[src/rgb2hsl_pkg.sv]
// ============================================================================
// rgb2hsl_pkg
// Shared widths, constants and the divider request bundle of the RGB to HSL
// converter.
// ============================================================================
package rgb2hsl_pkg;

  localparam int CH_W       = 8;   // one color channel
  localparam int HUE_W      = 15;  // hue, 1/64 degree
  localparam int FRAC_W     = 13;  // saturation / lightness, 4096 = 1.0
  localparam int UNITS_W    = 11;  // sector*spread + channel difference, <= 1530
  localparam int HUE_NUM_W  = 24;  // 7680*units + spread
  localparam int SAT_NUM_W  = 21;  // 8192*spread + den
  localparam int LUM_NUM_W  = 22;  // 8192*sum + 510
  localparam int SPAN_DEN_W = 9;   // doubled spread or doubled saturation den
  localparam int DIV_QUO_W  = 15;  // quotient bits, one per divider stage

  // lightness divides by the constant 1020 through a reciprocal multiply:
  // floor(n / 1020) == (n * LUM_RECIP) >> LUM_SHIFT for every n < 2^22
  localparam int LUM_RECIP_W = 23;
  localparam int LUM_PROD_W  = 45;
  localparam int LUM_SHIFT   = 32;

  // cycles from an accepted start to the edge that takes the result beat
  localparam int LATENCY = 20;

  localparam logic [HUE_W-1:0]       HUE_FULL_TURN = 15'd23040;
  localparam logic [HUE_NUM_W-1:0]   HUE_NUM_SCALE = 24'd7680;  // 2 * 3840
  localparam logic [LUM_NUM_W-1:0]   LUM_NUM_BIAS  = 22'd510;
  localparam logic [LUM_RECIP_W-1:0] LUM_RECIP     = 23'd4210753;  // ceil(2^32 / 1020)

  // round(n/d) is carried as floor((2n + d) / 2d)
  typedef struct packed {
    logic [HUE_NUM_W-1:0]  hue_num;
    logic [SPAN_DEN_W-1:0] hue_den;
    logic [SAT_NUM_W-1:0]  sat_num;
    logic [SPAN_DEN_W-1:0] sat_den;
    logic [LUM_NUM_W-1:0]  lum_num;
  } div_req_t;

endpackage

[src/rgb2hsl_front.sv]
// ============================================================================
// rgb2hsl_front
// Four register stages: input capture, max/min and sector, spread and
// units, then the dividend/divisor pairs for the three quotients.
// ============================================================================
module rgb2hsl_front (
  input  logic                                  clk,
  input  logic                                  rst,
  input  logic                                  in_valid,
  input  logic [rgb2hsl_pkg::CH_W-1:0]          red,
  input  logic [rgb2hsl_pkg::CH_W-1:0]          green,
  input  logic [rgb2hsl_pkg::CH_W-1:0]          blue,
  output logic                                  req_valid,
  output rgb2hsl_pkg::div_req_t                 req
);

  typedef enum logic [1:0] {SEC_RED, SEC_GREEN, SEC_BLUE} sector_t;

  localparam int CW = rgb2hsl_pkg::CH_W;
  localparam int UW = rgb2hsl_pkg::UNITS_W;

  // stage 1
  logic          s1_valid;
  logic [CW-1:0] s1_r, s1_g, s1_b;
  // stage 2
  logic          s2_valid;
  logic [CW-1:0] s2_r, s2_g, s2_b, s2_mx, s2_mn;
  sector_t       s2_sec;
  logic          s2_g_lt_b;
  // stage 3
  logic          s3_valid;
  logic [CW:0]   s3_sum;
  logic [CW-1:0] s3_d, s3_den;
  logic [UW-1:0] s3_units;
  logic          s3_grey;

  // stage 2 combinational
  logic [CW-1:0] mx, mn;
  sector_t       sec;
  // stage 3 combinational
  logic [CW:0]   sum;
  logic [CW-1:0] d, den;
  logic [UW-1:0] units;
  // stage 4 combinational
  rgb2hsl_pkg::div_req_t req_next;

  always_comb begin
    if (s1_r >= s1_g && s1_r >= s1_b) begin
      sec = SEC_RED;
      mx  = s1_r;
    end else if (s1_g >= s1_b) begin
      sec = SEC_GREEN;
      mx  = s1_g;
    end else begin
      sec = SEC_BLUE;
      mx  = s1_b;
    end
    mn = s1_r;
    if (s1_g < mn) mn = s1_g;
    if (s1_b < mn) mn = s1_b;
  end

  always_comb begin
    sum = {1'b0, s2_mx} + {1'b0, s2_mn};
    d   = s2_mx - s2_mn;
    if (sum > (CW+1)'(255)) begin
      den = CW'((CW+1)'(510) - sum);
    end else begin
      den = sum[CW-1:0];
    end
    // all three forms stay non-negative and below 2^UW
    case (s2_sec)
      SEC_RED: begin
        if (s2_g_lt_b) begin
          units = UW'(UW'(d) * UW'(6)) - UW'(s2_b - s2_g);
        end else begin
          units = UW'(s2_g - s2_b);
        end
      end
      SEC_GREEN: units = UW'({d, 1'b0}) + UW'(s2_b) - UW'(s2_r);
      SEC_BLUE:  units = UW'({d, 2'b0}) + UW'(s2_r) - UW'(s2_g);
      default:   units = '0;
    endcase
  end

  always_comb begin
    // grey pixel: 0/1 gives zero hue and saturation without a flag
    if (s3_grey) begin
      req_next.hue_num = '0;
      req_next.hue_den = rgb2hsl_pkg::SPAN_DEN_W'(1);
      req_next.sat_num = '0;
      req_next.sat_den = rgb2hsl_pkg::SPAN_DEN_W'(1);
    end else begin
      req_next.hue_num = rgb2hsl_pkg::HUE_NUM_W'(
          rgb2hsl_pkg::HUE_NUM_W'(s3_units) * rgb2hsl_pkg::HUE_NUM_SCALE
          + rgb2hsl_pkg::HUE_NUM_W'(s3_d));
      req_next.hue_den = {s3_d, 1'b0};
      req_next.sat_num = rgb2hsl_pkg::SAT_NUM_W'({s3_d, 13'd0})
                       + rgb2hsl_pkg::SAT_NUM_W'(s3_den);
      req_next.sat_den = {s3_den, 1'b0};
    end
    req_next.lum_num = rgb2hsl_pkg::LUM_NUM_W'({s3_sum, 13'd0})
                     + rgb2hsl_pkg::LUM_NUM_BIAS;
  end

  always_ff @(posedge clk) begin
    if (rst) begin
      s1_valid  <= 1'b0;
      s2_valid  <= 1'b0;
      s3_valid  <= 1'b0;
      req_valid <= 1'b0;
    end else begin
      s1_valid  <= in_valid;
      s2_valid  <= s1_valid;
      s3_valid  <= s2_valid;
      req_valid <= s3_valid;
    end
  end

  always_ff @(posedge clk) begin
    s1_r      <= red;
    s1_g      <= green;
    s1_b      <= blue;
    s2_r      <= s1_r;
    s2_g      <= s1_g;
    s2_b      <= s1_b;
    s2_mx     <= mx;
    s2_mn     <= mn;
    s2_sec    <= sec;
    s2_g_lt_b <= s1_g < s1_b;
    s3_sum    <= sum;
    s3_d      <= d;
    s3_den    <= den;
    s3_units  <= units;
    s3_grey   <= s2_mx == s2_mn;
    req       <= req_next;
  end

endmodule

[src/rgb2hsl_div.sv]
// ============================================================================
// rgb2hsl_div
// Pipelined restoring divider: one quotient bit per register stage, MSB
// first. Needs num < den * 2^QUO_W.
// ============================================================================
module rgb2hsl_div #(
  parameter int NUM_W = 24,
  parameter int DEN_W = 9,
  parameter int QUO_W = 15
) (
  input  logic             clk,
  input  logic [NUM_W-1:0] num,
  input  logic [DEN_W-1:0] den,
  output logic [QUO_W-1:0] quo
);

  localparam int W = (NUM_W > DEN_W + QUO_W) ? NUM_W : DEN_W + QUO_W;

  // stage outputs; the last stage keeps only its quotient
  logic [W-1:0]     rem_q [QUO_W-1];
  logic [DEN_W-1:0] den_q [QUO_W-1];
  logic [QUO_W-1:0] quo_q [QUO_W];

  for (genvar k = 0; k < QUO_W; k++) begin : g_stage
    localparam int B = QUO_W - 1 - k;
    logic [W-1:0]     rem_in;
    logic [DEN_W-1:0] den_in;
    logic [QUO_W-1:0] quo_in;
    logic [W-1:0]     trial;
    logic             fits;

    if (k == 0) begin : g_first
      assign rem_in = W'(num);
      assign den_in = den;
      assign quo_in = '0;
    end else begin : g_next
      assign rem_in = rem_q[k-1];
      assign den_in = den_q[k-1];
      assign quo_in = quo_q[k-1];
    end

    assign trial = W'(den_in) << B;
    assign fits  = rem_in >= trial;

    always_ff @(posedge clk) begin
      quo_q[k] <= fits ? (quo_in | (QUO_W'(1) << B)) : quo_in;
    end

    if (k < QUO_W - 1) begin : g_carry
      always_ff @(posedge clk) begin
        rem_q[k] <= fits ? rem_in - trial : rem_in;
        den_q[k] <= den_in;
      end
    end
  end

  assign quo = quo_q[QUO_W-1];

endmodule

[src/rgb_to_hsl_converter_core.sv]
// ============================================================================
// rgb_to_hsl_converter_core
// One RGB pixel per clock in, one hue / saturation / lightness beat out,
// fully pipelined.
// ============================================================================
//
//  channel  | signals                         | handshake
//  ---------+---------------------------------+-------------------------------
//  pixel in | start, red, green, blue         | beat taken when start & !busy
//  hsl out  | done, hue, saturation, lightness| one-cycle strobe, no back-pressure
//
// Timing:
//  - A new pixel may enter every cycle; busy is held low.
//  - From the accepting edge to the edge that takes the result beat, a pixel
//    passes four front stages (capture, max/min, spread, dividend build),
//    fifteen divider stages (one quotient bit each) and one output stage.
//  - The fifteen-stage restoring dividers set the depth; each stage is one
//    ~24-bit compare and subtract. Lightness divides by a constant, so it is
//    one reciprocal multiply followed by a matching delay line.
//  - rst (synchronous) clears only the valid chain; data registers are
//    free running.
//  - The receiver cannot stall, so no stage ever holds; beats leave in order.
//
module rgb_to_hsl_converter_core (
  input  logic                                clk,
  input  logic                                rst,
  input  logic                                start,
  output logic                                busy,
  input  logic [rgb2hsl_pkg::CH_W-1:0]        red,
  input  logic [rgb2hsl_pkg::CH_W-1:0]        green,
  input  logic [rgb2hsl_pkg::CH_W-1:0]        blue,
  output logic                                done,
  output logic [rgb2hsl_pkg::HUE_W-1:0]       hue,
  output logic [rgb2hsl_pkg::FRAC_W-1:0]      saturation,
  output logic [rgb2hsl_pkg::FRAC_W-1:0]      lightness
);

  localparam int QW = rgb2hsl_pkg::DIV_QUO_W;

  logic                         req_valid;
  rgb2hsl_pkg::div_req_t        req;
  logic [QW-1:0]                vpipe;     // valid bits riding with divider stages
  logic [QW-1:0]                hue_q, sat_q;
  logic [rgb2hsl_pkg::HUE_W-1:0] hue_next;
  logic [rgb2hsl_pkg::LUM_PROD_W-1:0] lum_prod;
  logic [rgb2hsl_pkg::FRAC_W-1:0]     lum_dly [QW-1];
  logic [rgb2hsl_pkg::FRAC_W-1:0]     lum_q;

  // never back-pressures the source
  assign busy = 1'b0;

  rgb2hsl_front u_front (
    .clk       (clk),
    .rst       (rst),
    .in_valid  (start & ~busy),
    .red       (red),
    .green     (green),
    .blue      (blue),
    .req_valid (req_valid),
    .req       (req)
  );

  // hue: round(3840*units / spread), up to 23040
  rgb2hsl_div #(
    .NUM_W (rgb2hsl_pkg::HUE_NUM_W),
    .DEN_W (rgb2hsl_pkg::SPAN_DEN_W),
    .QUO_W (rgb2hsl_pkg::DIV_QUO_W)
  ) u_div_hue (
    .clk (clk),
    .num (req.hue_num),
    .den (req.hue_den),
    .quo (hue_q)
  );

  // saturation: round(4096*spread / den)
  rgb2hsl_div #(
    .NUM_W (rgb2hsl_pkg::SAT_NUM_W),
    .DEN_W (rgb2hsl_pkg::SPAN_DEN_W),
    .QUO_W (rgb2hsl_pkg::DIV_QUO_W)
  ) u_div_sat (
    .clk (clk),
    .num (req.sat_num),
    .den (req.sat_den),
    .quo (sat_q)
  );

  // lightness: round(4096*sum / 510) = floor(lum_num / 1020) by reciprocal,
  // one multiply stage then QW-1 delay stages to line up with the dividers
  always_ff @(posedge clk) begin
    lum_prod   <= rgb2hsl_pkg::LUM_PROD_W'(req.lum_num)
                * rgb2hsl_pkg::LUM_PROD_W'(rgb2hsl_pkg::LUM_RECIP);
    lum_dly[0] <= lum_prod[rgb2hsl_pkg::LUM_SHIFT +: rgb2hsl_pkg::FRAC_W];
    for (int k = 1; k < QW - 1; k++) begin
      lum_dly[k] <= lum_dly[k-1];
    end
  end

  assign lum_q = lum_dly[QW-2];

  // 360 degrees wraps to 0
  always_comb begin
    if (hue_q >= rgb2hsl_pkg::HUE_FULL_TURN) begin
      hue_next = hue_q - rgb2hsl_pkg::HUE_FULL_TURN;
    end else begin
      hue_next = hue_q;
    end
  end

  always_ff @(posedge clk) begin
    if (rst) begin
      vpipe <= '0;
      done  <= 1'b0;
    end else begin
      vpipe <= {vpipe[QW-2:0], req_valid};
      done  <= vpipe[QW-1];
    end
  end

  // saturation never exceeds 4096, so the top bits are zero
  always_ff @(posedge clk) begin
    hue        <= hue_next;
    saturation <= sat_q[rgb2hsl_pkg::FRAC_W-1:0];
    lightness  <= lum_q;
  end

endmodule

[config.mk]
export PLATFORM = sky130hd
export DESIGN_NAME = rgb_to_hsl_converter_core
export DESIGN_NICKNAME = d
export VERILOG_FILES = /design/src/rgb2hsl_pkg.sv /design/src/rgb2hsl_front.sv /design/src/rgb2hsl_div.sv /design/src/rgb_to_hsl_converter_core.sv
export SDC_FILE = /design/constraint.sdc
export NUM_CORES = 2
export LEC_CHECK = 0
export BUFFER_PORTS_ARGS = -buffer_cell sky130_fd_sc_hd__clkbuf_2
export CORE_AREA = 4 4 331 333
export CTS_CLUSTER_SIZE = 16
export DETAILED_ROUTE_END_ITERATION = 10
export DIE_AREA = 0 0 335 337
export PLACE_DENSITY_LB_ADDON = 0.05
export SYNTH_ARGS = -nofsm -noshare
export SYNTH_HDL_FRONTEND = slang
export SYNTH_HIERARCHICAL = 1
export SYNTH_SLANG_ARGS = --single-unit
[constraint.sdc]
create_clock -name clk -period 4.6 [get_ports clk]
set_clock_uncertainty 0.05 [all_clocks]
set_input_delay 1.15 -clock clk [delete_from_list [all_inputs] [get_ports clk]]
set_output_delay 1.15 -clock clk [all_outputs]
set_load 0.03 [all_outputs]
* Yosys cells after proc, flatten, opt, wreduce, memory -nomap -nowiden
Memory sizes are Yosys's and may differ from the RTL's. A register that Yosys moved wholly into a read port is not among the register bits.
Cells that the tools add are included.
** Word-level totals
- Memories kept :: 7
- Word-level logic and storage cells :: 193
- RAM bits :: 1556
- Bits in registers :: 269
- Bits of input ports :: 27
- Output and inout port bits :: 43
** Memory list
- u_div_hue.rem_q :: words 14, width 24, rd ports 14, clocked after Yosys merged registers in 0, wr ports 14, line rgb2hsl_div.sv:20 : logic [W-1:0] rem_q [QUO_W-1];
- u_div_sat.rem_q :: words 14, width 24, rd ports 14, clocked after Yosys merged registers in 0, wr ports 14, line rgb2hsl_div.sv:20
- u_div_hue.quo_q :: words 15, width 15, rd ports 15, clocked after Yosys merged registers in 0, wr ports 15, line rgb2hsl_div.sv:22 : logic [QUO_W-1:0] quo_q [QUO_W];
- u_div_sat.quo_q :: words 15, width 15, rd ports 15, clocked after Yosys merged registers in 1, wr ports 15, line rgb2hsl_div.sv:22
- lum_dly :: words 14, width 13, rd ports 14, clocked after Yosys merged registers in 1, wr ports 14, line rgb_to_hsl_converter_core.sv:46 : logic [rgb2hsl_pkg::FRAC_W-1:0] lum_dly [QW-1];
- u_div_hue.den_q :: words 14, width 9, rd ports 14, clocked after Yosys merged registers in 0, wr ports 14, line rgb2hsl_div.sv:21 : logic [DEN_W-1:0] den_q [QUO_W-1];
- 1 more memories
** Cells by class
- Reduce and logical (&&, ||, !) cells :: 2
- Multiply operators :: 3
- Order comparisons :: 38
- Equality and inequality tests :: 3
- Mux-type cells :: 68
- Add/subtract/negate cells :: 42
** Operators by type and width (count)
- 24-bit 2-to-1 mux :: 28
- 8-bit 2-to-1 mux :: 7
- 24-bit by 10-bit >= comparator with 1-bit output :: 2
- 24-bit by 11-bit >= comparator with 1-bit output :: 2
- 24-bit by 12-bit >= comparator with 1-bit output :: 2
- 24-bit by 13-bit >= comparator with 1-bit output :: 2
- 24-bit by 14-bit >= comparator with 1-bit output :: 2
- 24-bit by 15-bit >= comparator with 1-bit output :: 2
- 24-bit by 16-bit >= comparator with 1-bit output :: 2
- 24-bit by 17-bit >= comparator with 1-bit output :: 2
- 24-bit by 18-bit >= comparator with 1-bit output :: 2
- 24-bit by 19-bit >= comparator with 1-bit output :: 2
- 24-bit by 20-bit >= comparator with 1-bit output :: 2
- 24-bit by 21-bit >= comparator with 1-bit output :: 2
- 24-bit by 22-bit >= comparator with 1-bit output :: 2
- 24-bit by 9-bit >= comparator with 1-bit output :: 2
- 24-bit by 10-bit subtractor with 24-bit output :: 2
- 24-bit by 11-bit subtractor with 24-bit output :: 2
- 24-bit by 12-bit subtractor with 24-bit output :: 2
- 24-bit by 13-bit subtractor with 24-bit output :: 2
- 24-bit by 14-bit subtractor with 24-bit output :: 2
- 24-bit by 15-bit subtractor with 24-bit output :: 2
- 24-bit by 16-bit subtractor with 24-bit output :: 2
- 24-bit by 17-bit subtractor with 24-bit output :: 2
- other kinds (49) :: 77

* Logic depth before layout (Yosys ltp)
- Depth in word-level cells :: 5
- Depth in mapped cells :: 21
- Gate-level depth less buffers :: 21

* Cells and area by module
The synthesis kept the hierarchy.
** Modules (own cells, without submodules)
- rgb2hsl_div at u_div_hue :: area each 22201.3 sq um, sequential area each 11651.2 sq um, times used 1, cells each 2127
- rgb2hsl_div at u_div_sat :: area each 21488.1 sq um, sequential area each 11651.2 sq um, times used 1, cells each 2037
- rgb2hsl_front :: area each 8868.5 sq um, sequential area each 2922.8 sq um, times used 1, cells each 900
- rgb_to_hsl_converter_core :: area each 7875.1 sq um, sequential area each 5044.8 sq um, times used 1, cells each 563

* Worst setup path before layout
No wires, ideal clock.
- Path type :: register -> register
- Start point :: reg u_front.s2_mx[0]
- End point :: reg u_front.s3_units[10]
- Library setup time :: 0.122 ns
- Data required time :: 4.428 ns
- Data arrival time :: 4.075 ns
- Buffers on the path :: 0
- Slack :: 0.353 ns
- Cell stages (with the launch flop) :: 21
- Clock period less this slack :: 4.247 ns
- Cell sequence :: dfxtp_1 -> inv_1 -> ha_1 -> inv_1 -> fa_1 -> a211o_1 -> o21a_1 -> xnor2_1 -> inv_1 -> ha_1 -> a21oi_1 -> xnor2_1 -> xnor2_1 -> ha_1 -> or3_1 -> o21ai_0 -> or2_2 -> o21ai_0 -> xnor2_1 -> a21oi_1 -> a311o_1
** On the way
- Word-level cells in the longest chain between the ends :: 5
- Elaborated cells between the ends (all ways) :: 9
- Those cells by class :: add/sub (6); mul (1); mux (2)
** RTL lines
- from (decl) :: line rgb2hsl_front.sv:27 : logic [CW-1:0] s2_r, s2_g, s2_b, s2_mx, s2_mn;
- from (signal assigned) :: line rgb2hsl_front.sv:127 : s2_mx <= mx;
- 8-bit subtractor (*) :: line rgb2hsl_front.sv:65 : d = s2_mx - s2_mn;
- via u_front.d[4] :: line rgb2hsl_front.sv:42 : logic [CW-1:0] d, den;
- 8-bit by 2-bit multiplier with 10-bit output :: line rgb2hsl_front.sv:75 : units = UW'(UW'(d) * UW'(6)) - UW'(s2_b - s2_g);
- 11-bit subtractor :: line rgb2hsl_front.sv:75
- 11-bit 2-to-1 mux :: line rgb2hsl_front.sv:74 : if (s2_g_lt_b) begin
- 11-bit one-hot mux with 3 select lines (*) :: line rgb2hsl_front.sv:72 : case (s2_sec)
- via u_front.units[10] :: line rgb2hsl_front.sv:43 : logic [UW-1:0] units;
- to (signal assigned) :: line rgb2hsl_front.sv:134 : s3_units <= units;
- to (decl) :: line rgb2hsl_front.sv:34 : logic [UW-1:0] s3_units;
Mark *: on every way through the listed nets, which the timed path passes. The rest lies on a longest branch.
A chain may end at the register's enable or synchronous reset.

* Worst setup path after layout
- Start point :: reg u_front.s2_mn[1]
- End point :: reg u_front.s3_units[10]
** On the way
- Word-level cells in the longest chain between the ends :: 5
- Elaborated cells between the ends (all ways) :: 9
- Those cells by class :: add/sub (6); mul (1); mux (2)
** RTL lines
- from (decl) :: line rgb2hsl_front.sv:27
- from (signal assigned) :: line rgb2hsl_front.sv:128 : s2_mn <= mn;
- 8-bit subtractor (*) :: line rgb2hsl_front.sv:65
- via u_front.d[3] :: line rgb2hsl_front.sv:42
- 8-bit by 2-bit multiplier with 10-bit output :: line rgb2hsl_front.sv:75
- 11-bit subtractor :: line rgb2hsl_front.sv:75
- 11-bit 2-to-1 mux :: line rgb2hsl_front.sv:74
- 11-bit one-hot mux with 3 select lines (*) :: line rgb2hsl_front.sv:72
- via u_front.units[10] :: line rgb2hsl_front.sv:43
Marks and branches as above.

==> out/results.ini <==
[die]
dieArea_um2 = 113000
io_pins = 70
design.core.area_um2 = 107000
start_util_pct = 56.1
die_w_um = 335
die_h_um = 337
placementRows = 120

[timing]
tightestPinTransition_ns = 1.22
fin_tns_setup_ns = 0
min_period_over_period_pct = 94.3
final_hold_viol_count = 0
rsz0062_at_grt = no
slew_headroom_pct = 18.2
finalWorstSetupSlack_ns = 0.263
period_minus_slack_ns = 4.34
final_max_slew_viol_count = 0
clock.fmax_mhz = 231
setup_viol = 0

[critical_path]
cp-end-kind = register
worstPathMaxFanout = 3
crit_slowest_cell = or2_2
crit_family = compound AO/OA/AOI/OAI gates
cp-start-kind = register
crit_type = reg -> reg
crit_chain = inv_1, ha_1, nor2b_1, o31a_1, or2_2, inv_1, ha_1, a21o_1, a21oi_2, xnor2_1, xnor2_1, ha_1, or3_1, o21ai_0, or2_2, o21ai_0, xnor2_1, a21oi_1, a311o_1
cp.arrival_ns = 4.89
max_stage_delay_ns = 0.36
cp_num_buf_inv = 2
required_ns = 5.15

[layout]
register_area_um2 = 30700
drive_above_1_share_pct = 8.57
multi_input_area_um2 = 26800
diodes = 0
fill_cells = 8700
final_common_cell = dfxtp_1
nets = 6378
syn2layout_area_growth_pct = 11.8
mostFrequentLayoutCells = 1531 x dfxtp_1, 505 x ha_1, 484 x inv_1, 331 x nor2_1, 307 x a21oi_1

[routing]
via_count = 37700
vias_per_cell = 5.18
first_pass_iters = 5
drc = 0
ant_nets = 0
drtIter0Drc = 1663
wl_per_cell_um = 15.4
wl_um = 112000

[min_path]
hold_class = reg -> reg

[synthesis]
synth_area_um2 = 59900
yosysWarnings = 6
synth.avg_cell_area_um2 = 10.7
synthCells = 5598

[placed_design]
portBuffers = 68
pre_cts_ws_ns = 0.171
dp_hpwl_um = 85100
gp_congestion = 0.876

[clocking]
clk_root_buffer_cell = clkbuf_16
cts_max_level = 4
ctsHoldBuffers = 0
tritoncts = built
cts_num_sinks = 1533
path_clk_slew_ns = 0.06
clk_latency_ns = 0.74
cts_buffers = 154
clockBufferDepth = 3

[run_status]
outcome = completed

[global_routing]
grt_pass1_wl_um = 186000
grtUsageTotal_pct = 19.9
grt-ovfl-total = 0
grt_max_degree = 25
antenna_found_initial = 0
grt_pass1_vias = 37400

[run]
drv_cap = 0

==> worst register-to-register path, delay by kind of cell, from the launching register on <==
| family | cells | cell delay [ns] |
|---|---|---|
| AOI/OAI and AO/OA | 7 | 1.24 |
| and+or+nand+nor | 4 | 1.04 |
| adders and majority gates | 3 | 0.86 |
| xor gates and xnor gates | 3 | 0.47 |
| DFF | 1 | 0.35 |
| buffers and inverters | 2 | 0.19 |
==> routing by layer <==
| metal | vias up | GRT usage [%] | share of wire, % |
|---|---|---|---|
| li1 | 19500 | - | - |
| met1 | 17500 | 25.2 | 46 |
| met2 | 506 | 35.2 | 49 |
| met3 | 209 | 2.98 | 3.1 |
| met4 | 0 | 6.34 | 2.5 |
| met5 | - | 0 | 0 |
==> registers in the layout (all words and copies together), names as in the netlist, 11 cells and up <==
signal and count:
hue 15, lightness 13, lum_dly 182, lum_prod 13
saturation 13, u_div_hue/den_q 126, u_div_hue/quo_q 120, u_div_hue/rem_q 336
u_div_sat/den_q 126, u_div_sat/quo_q 91, u_div_sat/rem_q 336, u_front/req 40
u_front/s3_units 11, vpipe 15
==> metrics by stage <==
| stage | hold WS, ns | utilization, % | cell area, µm² | cells |
|---|---|---|---|---|
| floorplan | 0.260 | - | 59900 | 5615 |
| global placement | 0.260 | 57.7 | 61600 | 7009 |
| detailed placement | 0.262 | 57.7 | 61600 | 7009 |
| CTS | 0.254 | 62.7 | 66900 | 7283 |
| global route | 0.259 | 62.8 | 66900 | 7284 |
| finish | 0.264 | 62.8 | 66900 | 7284 |
==> layout make-up <==
type | instances | share of cell area (%)
flip-flops and latches | 1533 | 45.9
clock buffers | 207 | 6.66
well taps | 1403 | 2.62
repair buffers | 91 | 0.767
inverters | 494 | 2.77
multi-input cells | 3489 | 40.0
clock inverters | 67 | 1.28
==> final timing paths <==
path | cells past startpoint | endpoint | start | slack, ns
worst max-delay path | 19 | u_front/s3_units[10] | u_front/s2_mn[1] | 0.26
worst min register to register | 0 | u_div_sat/quo_q[12][8] | u_div_sat/quo_q[11][8] | 0.26
worst max register to register | 19 | u_front/s3_units[10] | u_front/s2_mn[1] | 0.26
worst min-delay path | 0 | u_div_sat/quo_q[12][8] | u_div_sat/quo_q[11][8] | 0.26
==> timing repair <==
item | in CTS | in global routing
setup endpoints to repair | 0 | 3
gates resized for setup | 0 | 8
hold endpoints to repair | 0 | 0
buffers inserted | 0 | 1
Power is left out: the tool's default activity adds up to more than one toggle a clock period on the data nets, which glitch-free logic cannot reach.
